[src/rtl/core/tacb_pkg.sv]
`timescale 1ns / 1ps
// Shared constants, command codes and the controller-to-datapath command type.
package tacb_pkg;

    localparam int COORD_WIDTH_DEF = 24;
    localparam int ROW_W           = 48;
    localparam int CFG_IDX_W       = 2;
    localparam int AREA_W          = 53;
    localparam int SUM_W           = 64;

    localparam logic [47:0] ROW_X_RESET = 48'd4096;
    localparam logic [47:0] ROW_Y_RESET = 48'd268435456;
    localparam logic [47:0] ROW_Z_RESET = 48'd17592186044416;

    localparam logic [CFG_IDX_W-1:0] REG_ROW_X = 2'd0;
    localparam logic [CFG_IDX_W-1:0] REG_ROW_Y = 2'd1;
    localparam logic [CFG_IDX_W-1:0] REG_ROW_Z = 2'd2;

    localparam logic [2:0] OP_NONE   = 3'd0;
    localparam logic [2:0] OP_LOAD   = 3'd1;
    localparam logic [2:0] OP_XFORM  = 3'd2;
    localparam logic [2:0] OP_CROSS  = 3'd3;
    localparam logic [2:0] OP_SQUARE = 3'd4;
    localparam logic [2:0] OP_SQRT   = 3'd5;
    localparam logic [2:0] OP_COMMIT = 3'd6;

    typedef struct packed {
        logic [2:0] op;
        logic [1:0] term;
        logic [1:0] comp;
        logic       esel;
    } cmd_t;

endpackage

[src/rtl/core/tacb_ctrl.sv]
`timescale 1ns / 1ps
// Sequencer that steps the datapath through transform, cross product, squares and root.
module tacb_ctrl (
    input  logic              clk,
    input  logic              rst_n,
    input  logic              in_valid,
    output logic              in_ready,
    output logic              out_valid,
    input  logic              out_ready,
    output tacb_pkg::cmd_t    cmd
);
    import tacb_pkg::*;

    localparam logic [3:0] ST_IDLE   = 4'd0;
    localparam logic [3:0] ST_XFORM  = 4'd1;
    localparam logic [3:0] ST_XDRAIN = 4'd2;
    localparam logic [3:0] ST_CROSS  = 4'd3;
    localparam logic [3:0] ST_CDRAIN = 4'd4;
    localparam logic [3:0] ST_SQUARE = 4'd5;
    localparam logic [3:0] ST_SDRAIN = 4'd6;
    localparam logic [3:0] ST_SQRT   = 4'd7;
    localparam logic [3:0] ST_WRITE  = 4'd8;

    localparam logic [5:0] SQRT_LAST = 6'd51;

    logic [3:0] state_reg, state_next;
    logic [1:0] term_reg, term_next;
    logic [1:0] comp_reg, comp_next;
    logic       esel_reg, esel_next;
    logic [5:0] cnt_reg, cnt_next;
    logic       out_valid_reg, out_valid_next;

    assign in_ready  = (state_reg == ST_IDLE);
    assign out_valid = out_valid_reg;

    always_comb
    begin
        state_next     = state_reg;
        term_next      = term_reg;
        comp_next      = comp_reg;
        esel_next      = esel_reg;
        cnt_next       = cnt_reg;
        out_valid_next = out_valid_reg & ~out_ready;
        cmd.op         = OP_NONE;
        cmd.term       = term_reg;
        cmd.comp       = comp_reg;
        cmd.esel       = esel_reg;
        unique case (state_reg)
            ST_IDLE:
            begin
                term_next = 2'd0;
                comp_next = 2'd0;
                esel_next = 1'b0;
                cnt_next  = 6'd0;
                if (in_valid)
                begin
                    cmd.op     = OP_LOAD;
                    state_next = ST_XFORM;
                end
            end
            ST_XFORM:
            begin
                cmd.op = OP_XFORM;
                if (term_reg == 2'd2)
                begin
                    term_next = 2'd0;
                    if (comp_reg == 2'd2)
                    begin
                        comp_next = 2'd0;
                        esel_next = ~esel_reg;
                        if (esel_reg)
                            state_next = ST_XDRAIN;
                    end
                    else
                        comp_next = comp_reg + 2'd1;
                end
                else
                    term_next = term_reg + 2'd1;
            end
            ST_XDRAIN:
                state_next = ST_CROSS;
            ST_CROSS:
            begin
                cmd.op = OP_CROSS;
                if (term_reg == 2'd1)
                begin
                    term_next = 2'd0;
                    if (comp_reg == 2'd2)
                    begin
                        comp_next  = 2'd0;
                        state_next = ST_CDRAIN;
                    end
                    else
                        comp_next = comp_reg + 2'd1;
                end
                else
                    term_next = term_reg + 2'd1;
            end
            ST_CDRAIN:
                state_next = ST_SQUARE;
            ST_SQUARE:
            begin
                cmd.op = OP_SQUARE;
                if (term_reg == 2'd2)
                begin
                    term_next = 2'd0;
                    if (comp_reg == 2'd2)
                    begin
                        comp_next  = 2'd0;
                        state_next = ST_SDRAIN;
                    end
                    else
                        comp_next = comp_reg + 2'd1;
                end
                else
                    term_next = term_reg + 2'd1;
            end
            ST_SDRAIN:
                state_next = ST_SQRT;
            ST_SQRT:
            begin
                cmd.op   = OP_SQRT;
                cnt_next = cnt_reg + 6'd1;
                if (cnt_reg == SQRT_LAST)
                    state_next = ST_WRITE;
            end
            ST_WRITE:
            begin
                // The result register must be free before the next result lands in it.
                if (!out_valid_reg || out_ready)
                begin
                    cmd.op         = OP_COMMIT;
                    out_valid_next = 1'b1;
                    state_next     = ST_IDLE;
                end
            end
            default:
                state_next = ST_IDLE;
        endcase
    end

    always_ff @(posedge clk or negedge rst_n)
    begin
        if (!rst_n)
        begin
            state_reg     <= ST_IDLE;
            term_reg      <= 2'd0;
            comp_reg      <= 2'd0;
            esel_reg      <= 1'b0;
            cnt_reg       <= 6'd0;
            out_valid_reg <= 1'b0;
        end
        else
        begin
            state_reg     <= state_next;
            term_reg      <= term_next;
            comp_reg      <= comp_next;
            esel_reg      <= esel_next;
            cnt_reg       <= cnt_next;
            out_valid_reg <= out_valid_next;
        end
    end

endmodule

[src/rtl/core/tacb_dp.sv]
`timescale 1ns / 1ps
// Datapath: edge capture, shared multiplier, accumulators, bitwise square root and running sum.
module tacb_dp #(
    parameter int COORD_WIDTH = tacb_pkg::COORD_WIDTH_DEF
) (
    input  logic                               clk,
    input  logic                               rst_n,
    input  tacb_pkg::cmd_t                     cmd,
    input  logic signed [COORD_WIDTH-1:0]      a_x,
    input  logic signed [COORD_WIDTH-1:0]      a_y,
    input  logic signed [COORD_WIDTH-1:0]      a_z,
    input  logic signed [COORD_WIDTH-1:0]      b_x,
    input  logic signed [COORD_WIDTH-1:0]      b_y,
    input  logic signed [COORD_WIDTH-1:0]      b_z,
    input  logic signed [COORD_WIDTH-1:0]      c_x,
    input  logic signed [COORD_WIDTH-1:0]      c_y,
    input  logic signed [COORD_WIDTH-1:0]      c_z,
    input  logic                               mesh_start,
    input  logic                               cfg_we,
    input  logic [tacb_pkg::CFG_IDX_W-1:0]     cfg_index,
    input  logic [tacb_pkg::ROW_W-1:0]         cfg_data,
    output logic [tacb_pkg::AREA_W-1:0]        tri_area,
    output logic [tacb_pkg::SUM_W-1:0]         cum_area,
    output logic                               sum_saturated
);
    import tacb_pkg::*;

    localparam int EW  = COORD_WIDTH + 1;
    localparam int XSW = (EW + 18 > 52) ? EW + 18 : 52;
    localparam int RW  = XSW - 12;
    localparam int MW  = (EW > 27) ? EW : 27;

    logic [ROW_W-1:0]         row_reg [3];
    logic signed [EW-1:0]     e_reg [3];
    logic signed [EW-1:0]     f_reg [3];
    logic                     start_reg;
    logic signed [24:0]       u_reg [3];
    logic signed [24:0]       v_reg [3];
    logic [50:0]              mag_reg [3];
    logic signed [2*MW-1:0]   prod_reg;
    cmd_t                     cmdd_reg;
    logic signed [XSW-1:0]    acc_reg;
    logic [103:0]             s_reg;
    logic [55:0]              rem_reg;
    logic [51:0]              root_reg;
    logic [SUM_W-1:0]         running_reg;
    logic [AREA_W-1:0]        tri_area_reg;
    logic [SUM_W-1:0]         cum_area_reg;
    logic                     sat_reg;

    logic [ROW_W-1:0]         sel_row;
    logic signed [15:0]       sel_coef;
    logic signed [EW-1:0]     sel_edge;
    logic [50:0]              sel_mag;
    logic signed [MW-1:0]     op_a;
    logic signed [MW-1:0]     op_b;

    logic signed [XSW-1:0]    prod_x;
    logic signed [XSW-1:0]    xf_sum;
    logic signed [XSW-1:0]    xf_rnd;
    logic signed [RW-1:0]     xf_r;
    logic [RW-25:0]           xf_hi;
    logic signed [24:0]       xf_val;
    logic signed [51:0]       cr_n;
    logic [50:0]              cr_mag;
    logic [103:0]             sq_add;
    logic [55:0]              rt_rem;
    logic [55:0]              rt_trial;
    logic                     rt_ge;
    logic [SUM_W-1:0]         cm_base;
    logic [SUM_W:0]           cm_sum;

    assign tri_area      = tri_area_reg;
    assign cum_area      = cum_area_reg;
    assign sum_saturated = sat_reg;

    // Multiplier operand selection for the command issued this cycle.
    always_comb
    begin
        unique case (cmd.comp)
            2'd0:    sel_row = row_reg[0];
            2'd1:    sel_row = row_reg[1];
            default: sel_row = row_reg[2];
        endcase
        unique case (cmd.term)
            2'd0:
            begin
                sel_coef = sel_row[15:0];
                sel_edge = cmd.esel ? f_reg[0] : e_reg[0];
            end
            2'd1:
            begin
                sel_coef = sel_row[31:16];
                sel_edge = cmd.esel ? f_reg[1] : e_reg[1];
            end
            default:
            begin
                sel_coef = sel_row[47:32];
                sel_edge = cmd.esel ? f_reg[2] : e_reg[2];
            end
        endcase
        unique case (cmd.comp)
            2'd0:    sel_mag = mag_reg[0];
            2'd1:    sel_mag = mag_reg[1];
            default: sel_mag = mag_reg[2];
        endcase

        op_a = '0;
        op_b = '0;
        unique case (cmd.op)
            OP_XFORM:
            begin
                op_a = MW'(sel_coef);
                op_b = MW'(sel_edge);
            end
            OP_CROSS:
            begin
                unique case ({cmd.comp, cmd.term[0]})
                    3'b000:
                    begin
                        op_a = MW'(u_reg[1]);
                        op_b = MW'(v_reg[2]);
                    end
                    3'b001:
                    begin
                        op_a = MW'(u_reg[2]);
                        op_b = MW'(v_reg[1]);
                    end
                    3'b010:
                    begin
                        op_a = MW'(u_reg[2]);
                        op_b = MW'(v_reg[0]);
                    end
                    3'b011:
                    begin
                        op_a = MW'(u_reg[0]);
                        op_b = MW'(v_reg[2]);
                    end
                    3'b100:
                    begin
                        op_a = MW'(u_reg[0]);
                        op_b = MW'(v_reg[1]);
                    end
                    3'b101:
                    begin
                        op_a = MW'(u_reg[1]);
                        op_b = MW'(v_reg[0]);
                    end
                    default:
                    begin
                        op_a = '0;
                        op_b = '0;
                    end
                endcase
            end
            OP_SQUARE:
            begin
                // A magnitude splits into a 26-bit low part and a 25-bit high part.
                unique case (cmd.term)
                    2'd0:
                    begin
                        op_a[25:0] = sel_mag[25:0];
                        op_b[25:0] = sel_mag[25:0];
                    end
                    2'd1:
                    begin
                        op_a[25:0] = sel_mag[25:0];
                        op_b[24:0] = sel_mag[50:26];
                    end
                    default:
                    begin
                        op_a[24:0] = sel_mag[50:26];
                        op_b[24:0] = sel_mag[50:26];
                    end
                endcase
            end
            default:
            begin
                op_a = '0;
                op_b = '0;
            end
        endcase
    end

    // Accumulation of the product registered in the cycle before.
    always_comb
    begin
        prod_x = prod_reg[XSW-1:0];
        xf_sum = ((cmdd_reg.term == 2'd0) ? '0 : acc_reg) + prod_x;
        xf_rnd = xf_sum + XSW'(2048);
        xf_r   = xf_rnd[XSW-1:12];
        xf_hi  = xf_r[RW-1:24];
        if ((&xf_hi) || (~|xf_hi))
            xf_val = xf_r[24:0];
        else if (xf_r[RW-1])
            xf_val = {1'b1, 24'd0};
        else
            xf_val = {1'b0, {24{1'b1}}};

        cr_n   = acc_reg[51:0] - prod_reg[51:0];
        cr_mag = cr_n[51] ? 51'(-cr_n) : cr_n[50:0];

        unique case (cmdd_reg.term)
            2'd0:    sq_add = 104'(prod_reg[51:0]);
            2'd1:    sq_add = 104'(prod_reg[51:0]) << 27;
            default: sq_add = 104'(prod_reg[51:0]) << 52;
        endcase

        rt_rem   = {rem_reg[53:0], s_reg[103:102]};
        rt_trial = {2'b00, root_reg, 2'b01};
        rt_ge    = (rt_rem >= rt_trial);

        cm_base = start_reg ? '0 : running_reg;
        cm_sum  = {1'b0, cm_base} + (SUM_W + 1)'(root_reg[51:1]);
    end

    always_ff @(posedge clk or negedge rst_n)
    begin
        if (!rst_n)
        begin
            row_reg[0]  <= ROW_X_RESET;
            row_reg[1]  <= ROW_Y_RESET;
            row_reg[2]  <= ROW_Z_RESET;
            cmdd_reg    <= '0;
            running_reg <= '0;
        end
        else
        begin
            if (cfg_we)
            begin
                if (cfg_index == REG_ROW_X)
                    row_reg[0] <= cfg_data;
                else if (cfg_index == REG_ROW_Y)
                    row_reg[1] <= cfg_data;
                else if (cfg_index == REG_ROW_Z)
                    row_reg[2] <= cfg_data;
            end
            cmdd_reg <= cmd;
            if (cmd.op == OP_COMMIT)
                running_reg <= cm_sum[SUM_W] ? '1 : cm_sum[SUM_W-1:0];
        end
    end

    always_ff @(posedge clk)
    begin
        prod_reg <= op_a * op_b;

        if (cmd.op == OP_LOAD)
        begin
            e_reg[0]  <= EW'(b_x) - EW'(a_x);
            e_reg[1]  <= EW'(b_y) - EW'(a_y);
            e_reg[2]  <= EW'(b_z) - EW'(a_z);
            f_reg[0]  <= EW'(c_x) - EW'(a_x);
            f_reg[1]  <= EW'(c_y) - EW'(a_y);
            f_reg[2]  <= EW'(c_z) - EW'(a_z);
            start_reg <= mesh_start;
            s_reg     <= '0;
            rem_reg   <= '0;
            root_reg  <= '0;
        end
        else if (cmd.op == OP_SQRT)
        begin
            rem_reg  <= rt_ge ? (rt_rem - rt_trial) : rt_rem;
            root_reg <= {root_reg[50:0], rt_ge};
            s_reg    <= s_reg << 2;
        end
        else if (cmdd_reg.op == OP_SQUARE)
            s_reg <= s_reg + sq_add;

        if (cmdd_reg.op == OP_XFORM)
        begin
            acc_reg <= xf_sum;
            if (cmdd_reg.term == 2'd2)
            begin
                unique case ({cmdd_reg.esel, cmdd_reg.comp})
                    3'b000:  u_reg[0] <= xf_val;
                    3'b001:  u_reg[1] <= xf_val;
                    3'b010:  u_reg[2] <= xf_val;
                    3'b100:  v_reg[0] <= xf_val;
                    3'b101:  v_reg[1] <= xf_val;
                    3'b110:  v_reg[2] <= xf_val;
                    default: ;
                endcase
            end
        end
        else if (cmdd_reg.op == OP_CROSS)
        begin
            if (cmdd_reg.term == 2'd0)
                acc_reg <= prod_x;
            else
            begin
                unique case (cmdd_reg.comp)
                    2'd0:    mag_reg[0] <= cr_mag;
                    2'd1:    mag_reg[1] <= cr_mag;
                    default: mag_reg[2] <= cr_mag;
                endcase
            end
        end

        if (cmd.op == OP_COMMIT)
        begin
            tri_area_reg <= AREA_W'(root_reg[51:1]);
            cum_area_reg <= cm_sum[SUM_W] ? '1 : cm_sum[SUM_W-1:0];
            sat_reg      <= cm_sum[SUM_W];
        end
    end

endmodule

[src/rtl/core/triangle_area_cdf_builder.sv]
`timescale 1ns / 1ps
// A triangle passes through 18 transform products, 6 cross-product terms and
// 9 partial squares on one shared multiplier, then 52 root steps, before its result.
// Only one triangle is in flight: a new one is taken only when the sequencer is
// idle. A new triangle is taken while the last result waits.
// Reset restores the identity transform and clears the running sum and all handshakes.
module triangle_area_cdf_builder #(
    parameter int COORD_WIDTH = tacb_pkg::COORD_WIDTH_DEF
) (
    input  logic                               clk,
    input  logic                               rst_n,
    input  logic                               in_valid,
    output logic                               in_ready,
    input  logic signed [COORD_WIDTH-1:0]      a_x,
    input  logic signed [COORD_WIDTH-1:0]      a_y,
    input  logic signed [COORD_WIDTH-1:0]      a_z,
    input  logic signed [COORD_WIDTH-1:0]      b_x,
    input  logic signed [COORD_WIDTH-1:0]      b_y,
    input  logic signed [COORD_WIDTH-1:0]      b_z,
    input  logic signed [COORD_WIDTH-1:0]      c_x,
    input  logic signed [COORD_WIDTH-1:0]      c_y,
    input  logic signed [COORD_WIDTH-1:0]      c_z,
    input  logic                               mesh_start,
    output logic                               out_valid,
    input  logic                               out_ready,
    output logic [tacb_pkg::AREA_W-1:0]        tri_area,
    output logic [tacb_pkg::SUM_W-1:0]         cum_area,
    output logic                               sum_saturated,
    input  logic                               cfg_we,
    input  logic [tacb_pkg::CFG_IDX_W-1:0]     cfg_index,
    input  logic [tacb_pkg::ROW_W-1:0]         cfg_data
);
    import tacb_pkg::*;

    cmd_t cmd;

    tacb_ctrl u_ctrl (
        .clk       (clk),
        .rst_n     (rst_n),
        .in_valid  (in_valid),
        .in_ready  (in_ready),
        .out_valid (out_valid),
        .out_ready (out_ready),
        .cmd       (cmd)
    );

    tacb_dp #(
        .COORD_WIDTH (COORD_WIDTH)
    ) u_dp (
        .clk           (clk),
        .rst_n         (rst_n),
        .cmd           (cmd),
        .a_x           (a_x),
        .a_y           (a_y),
        .a_z           (a_z),
        .b_x           (b_x),
        .b_y           (b_y),
        .b_z           (b_z),
        .c_x           (c_x),
        .c_y           (c_y),
        .c_z           (c_z),
        .mesh_start    (mesh_start),
        .cfg_we        (cfg_we),
        .cfg_index     (cfg_index),
        .cfg_data      (cfg_data),
        .tri_area      (tri_area),
        .cum_area      (cum_area),
        .sum_saturated (sum_saturated)
    );

endmodule

[config.mk]
export PLATFORM = sky130hd
export DESIGN_NAME = triangle_area_cdf_builder
export DESIGN_NICKNAME = d
export VERILOG_FILES = /design/src/rtl/core/tacb_pkg.sv /design/src/rtl/core/tacb_ctrl.sv /design/src/rtl/core/tacb_dp.sv /design/src/rtl/core/triangle_area_cdf_builder.sv
export SDC_FILE = /design/constraint.sdc
export NUM_CORES = 2
export LEC_CHECK = 0
export ABC_AREA = 0
export BUFFER_PORTS_ARGS = -buffer_cell sky130_fd_sc_hd__buf_2
export CORE_MARGIN = 5
export CORE_UTILIZATION = 47
export DETAILED_ROUTE_END_ITERATION = 6
export PLACE_DENSITY = 0.61
export SLEW_MARGIN = 15
export SYNTH_ARGS = -nofsm -noshare
export SYNTH_HDL_FRONTEND = slang
export SYNTH_SLANG_ARGS = --single-unit
export TNS_END_PERCENT = 100
[constraint.sdc]
create_clock -name clk -period 12.6 [get_ports clk]
set_clock_uncertainty 0.15 [all_clocks]
set_input_delay 1.26 -clock clk [delete_from_list [all_inputs] [get_ports clk]]
set_output_delay 1.26 -clock clk [all_outputs]
set_load 0.02 [all_outputs]
==> results.json <==
{
  "finish.utilization_pct": 52.0,
  "avgSynthCellArea_um2": 9.38,
  "end_kind": "flip-flop",
  "multiInputGateArea_mm2": 0.0611,
  "ys_async_sr_fraction_pct": 20.8,
  "viasPerCell": 5.89,
  "whs_ns": 0.320,
  "area_delta_synth_final_pct": 9.95,
  "postCtsSetupRepairBufs": 0,
  "setup_viol": 0,
  "rr_startpoint": "u_ctrl.state_reg[1]$_DFFE_PN0P_",
  "post-dp-hpwl_um": 247000,
  "critPathMaxStageDelay_ns": 0.68,
  "rsz0062_at_grt": "false",
  "violations": "design-rule violations",
  "tightest_slew_ns": 1.27,
  "mostFrequentLayoutCells": "inv_1 (1213), nand2_1 (1072), nor2_1 (789)",
  "r2r_slack_ns": 0.66,
  "cts_resized": 0,
  "pwr-share-clk_pct": 46.2,
  "hold_start": "u_dp.rem_reg[0]$_SDFFE_PN0P_",
  "cts_tree": "done",
  "r2r-end": "u_dp.prod_reg[50]$_DFF_P_",
  "cts.hold.buffers_added": 0,
  "cp-start-kind": "flip-flop",
  "grt_pass1_vias": 78100,
  "wl_per_cell_um": 24.0,
  "crit_buf_inv": 11,
  "ff_latch_area_mm2": 0.0298,
  "outcome": "complete, but fails checks",
  "p_comb_share_pct": 6.9,
  "finalSetupTns_ns": 0,
  "grt_pass1_wl_um": 481000,
  "grt_overflow": 0,
  "place.gp.congestion": 0.991,
  "clk_latency_ns": 0.80,
  "route.vias.total": 78800,
  "ant_nets": 0,
  "p_int_mw": 6.49,
  "antenna_found_initial": 32,
  "drive_above_1_share_pct": 11.1,
  "r2r_cells": 40,
  "route.detailed.drc": 1,
  "max_slew_margin_pct": 15.2,
  "dr.pass1.iters": 7,
  "worstPathMaxFanout": 24,
  "crit_family": "adder cells",
  "p_leak_nw": 46.8,
  "largest_register_ffs": 153,
  "min_period_ns": 11.94,
  "synth_cells": 10300,
  "worst-setup-path-type": "flip-flop to flip-flop",
  "grt_max_degree": 127,
  "clockRootBuffer": "clkbuf_16",
  "worstHoldPathType": "flip-flop to flip-flop",
  "cellPowerDensity_mw_per_mm2": 79.6,
  "drt-initial-drc-count": 7253,
  "rows": 166,
  "power_frac_seq_pct": 46.9,
  "yosysWarnings": 0,
  "ys_seq_area_share_pct": 30.7,
  "clock-sinks": 1116,
  "postPlaceCellArea_mm2": 0.102,
  "drv_slew": 0,
  "worst_ep_arrival_time_ns": 12.54,
  "nFillCells": 18600,
  "swShare_pct": 23.5,
  "finalHoldViolCount": 0,
  "whs_endpoint": "u_dp.rem_reg[0]$_SDFFE_PN0P_",
  "layout_commonest_cell": "inv_1",
  "pre_cts_ws_ns": 0.607,
  "cts.clk_slew.worst_paths_ns": 0.09,
  "numCtsBuffers": 130,
  "wl_um": 320000,
  "vdd_ir_drop_max_mv": 0.115,
  "htreeDepth": 4,
  "track_usage_pct": 29.0,
  "synth-edff-count": 622,
  "design_area_mm2": 0.107,
  "final.setup.worst_slack_ns": 0.656,
  "core_mm2": 0.205,
  "dieWidth_um": 464,
  "ctsLongestPathBuffers": 3,
  "yosys_most_used_dff": "edfxtp_1",
  "critPathSlowestCell": "a21oi_4",
  "start_util_pct": 47.3,
  "ys_seq_elements": 1116,
  "final_nets": 12200,
  "die_area_mm2": 0.215,
  "die_h_um": 464,
  "p_sw_mw": 2.00,
  "yosysUniqueCellTypes": 108,
  "fin_crit_sh_pct": 94.8,
  "maxCapViolCount": 0,
  "holdPathStages": 2,
  "crit_cells": 40,
  "critical_path_required_ns": 13.19,
  "numPortBuffers": 389,
  "netlist_area_mm2": 0.0969,
  "design.portCount": 392,
  "max_freq_ghz": 0.0837
}
==> per-stage QoR <==
step / std cells / power (mW)
2_1_floorplan: 10300 / 4.42
3_5_place_dp: 13100 / 4.64
3_3_place_gp: 13100 / 4.62
5_1_grt: 13400 / 8.77
6_report: 13400 / 8.48
4_1_cts: 13300 / 8.56
==> cell type report <==
class	count	area share, %
inverter	1216	4.30
multi-input combinational	7528	57.3
timing repair buffer	559	3.06
clock buffer	178	3.44
clock inverter	62	0.727
tap	2688	3.16
sequential	1116	27.9
antenna	22	0.0517
==> routing by layer <==
layer  track usage, %  up-vias  share of wire [%]
met5                0        -              0.018
met4             12.3        8                4.8
met3             5.44      633                7.7
met2             46.3     3156                 46
met1             38.9    39000                 42
li1                 -    36000                  -
==> how the worst max path moves through the flow <==
stage / from / to / slack (ns)
final: u_ctrl.state_reg[1]$_DFFE_PN0P_ / u_dp.prod_reg[50]$_DFF_P_ / 0.66
after global routing: u_ctrl.state_reg[1]$_DFFE_PN0P_ / u_dp.prod_reg[51]$_DFF_P_ / 0.04
after CTS: u_ctrl.state_reg[1]$_DFFE_PN0P_ / u_dp.prod_reg[51]$_DFF_P_ / 0.55
after detailed placement: u_ctrl.state_reg[1]$_DFFE_PN0P_ / u_dp.prod_reg[51]$_DFF_P_ / 0.61
after global placement: in_valid / u_dp.prod_reg[51]$_DFF_P_ / 0.44
after floorplan: u_ctrl.comp_reg[0]$_DFFE_PN0P_ / u_dp.prod_reg[50]$_DFF_P_ / 2.29
==> power by group through the flow <==
stage          clock [mW]  combinational (mW)  sequential, mW
4_1_cts              3.99               0.590            3.98
2_1_floorplan           0               0.388            4.04
3_5_place_dp            0               0.587            4.05
3_3_place_gp            0               0.572            4.04
6_report             3.92               0.588            3.98
5_1_grt              4.14               0.648            3.98
==> kinds of logic after synthesis <==
group | synth area share (%)
other | 0.00387
buffers and inverters | 6.57
XOR/XNOR | 4.42
flip-flops | 30.7
AO/OA/AOI/OAI | 15.0
AND/OR/NAND/NOR | 13.7
multiplexers | 6.10
adder cells (fa/ha/maj) | 23.5
==> Yosys cell counts, types with 56 or more instances <==
cell type  number  area share (%)
xor2_1        169             1.5
nor3_1        161            0.83
ha_1          612             7.9
clkbuf_1      394             1.5
nand2b_1       83            0.54
fa_1          753              16
and3_1         70            0.45
and2_1        130            0.84
mux2i_1       225             2.3
o21a_1         59            0.46
nand3_1       117            0.60
nand2_1      1074             4.2
a21oi_1       613             3.2
nand4_1        70            0.45
o211ai_1       91            0.70
nor2b_1       216             1.4
a22o_1         62            0.56
o21ai_0       481             2.5
xnor2_1       316             2.9
dfxtp_1       262             5.4
mux2_2        231             2.7
nor2_1        799             3.1
dfrtp_1       229             5.9
a211oi_1       56            0.43
buf_1          62            0.24
o22ai_1       106            0.68
a31oi_1       107            0.69
edfxtp_1      622              19
a21o_1        228             1.8
inv_1        1216             4.7
o21bai_1       62            0.48
==> worst min-delay path: cells and delay by family, from the launching register on <==
family          cells  cell delay, ns
flops               1            0.32
compound gates      1            0.05
simple gates        1            0.05
Power figures use the tool's default switching activity.
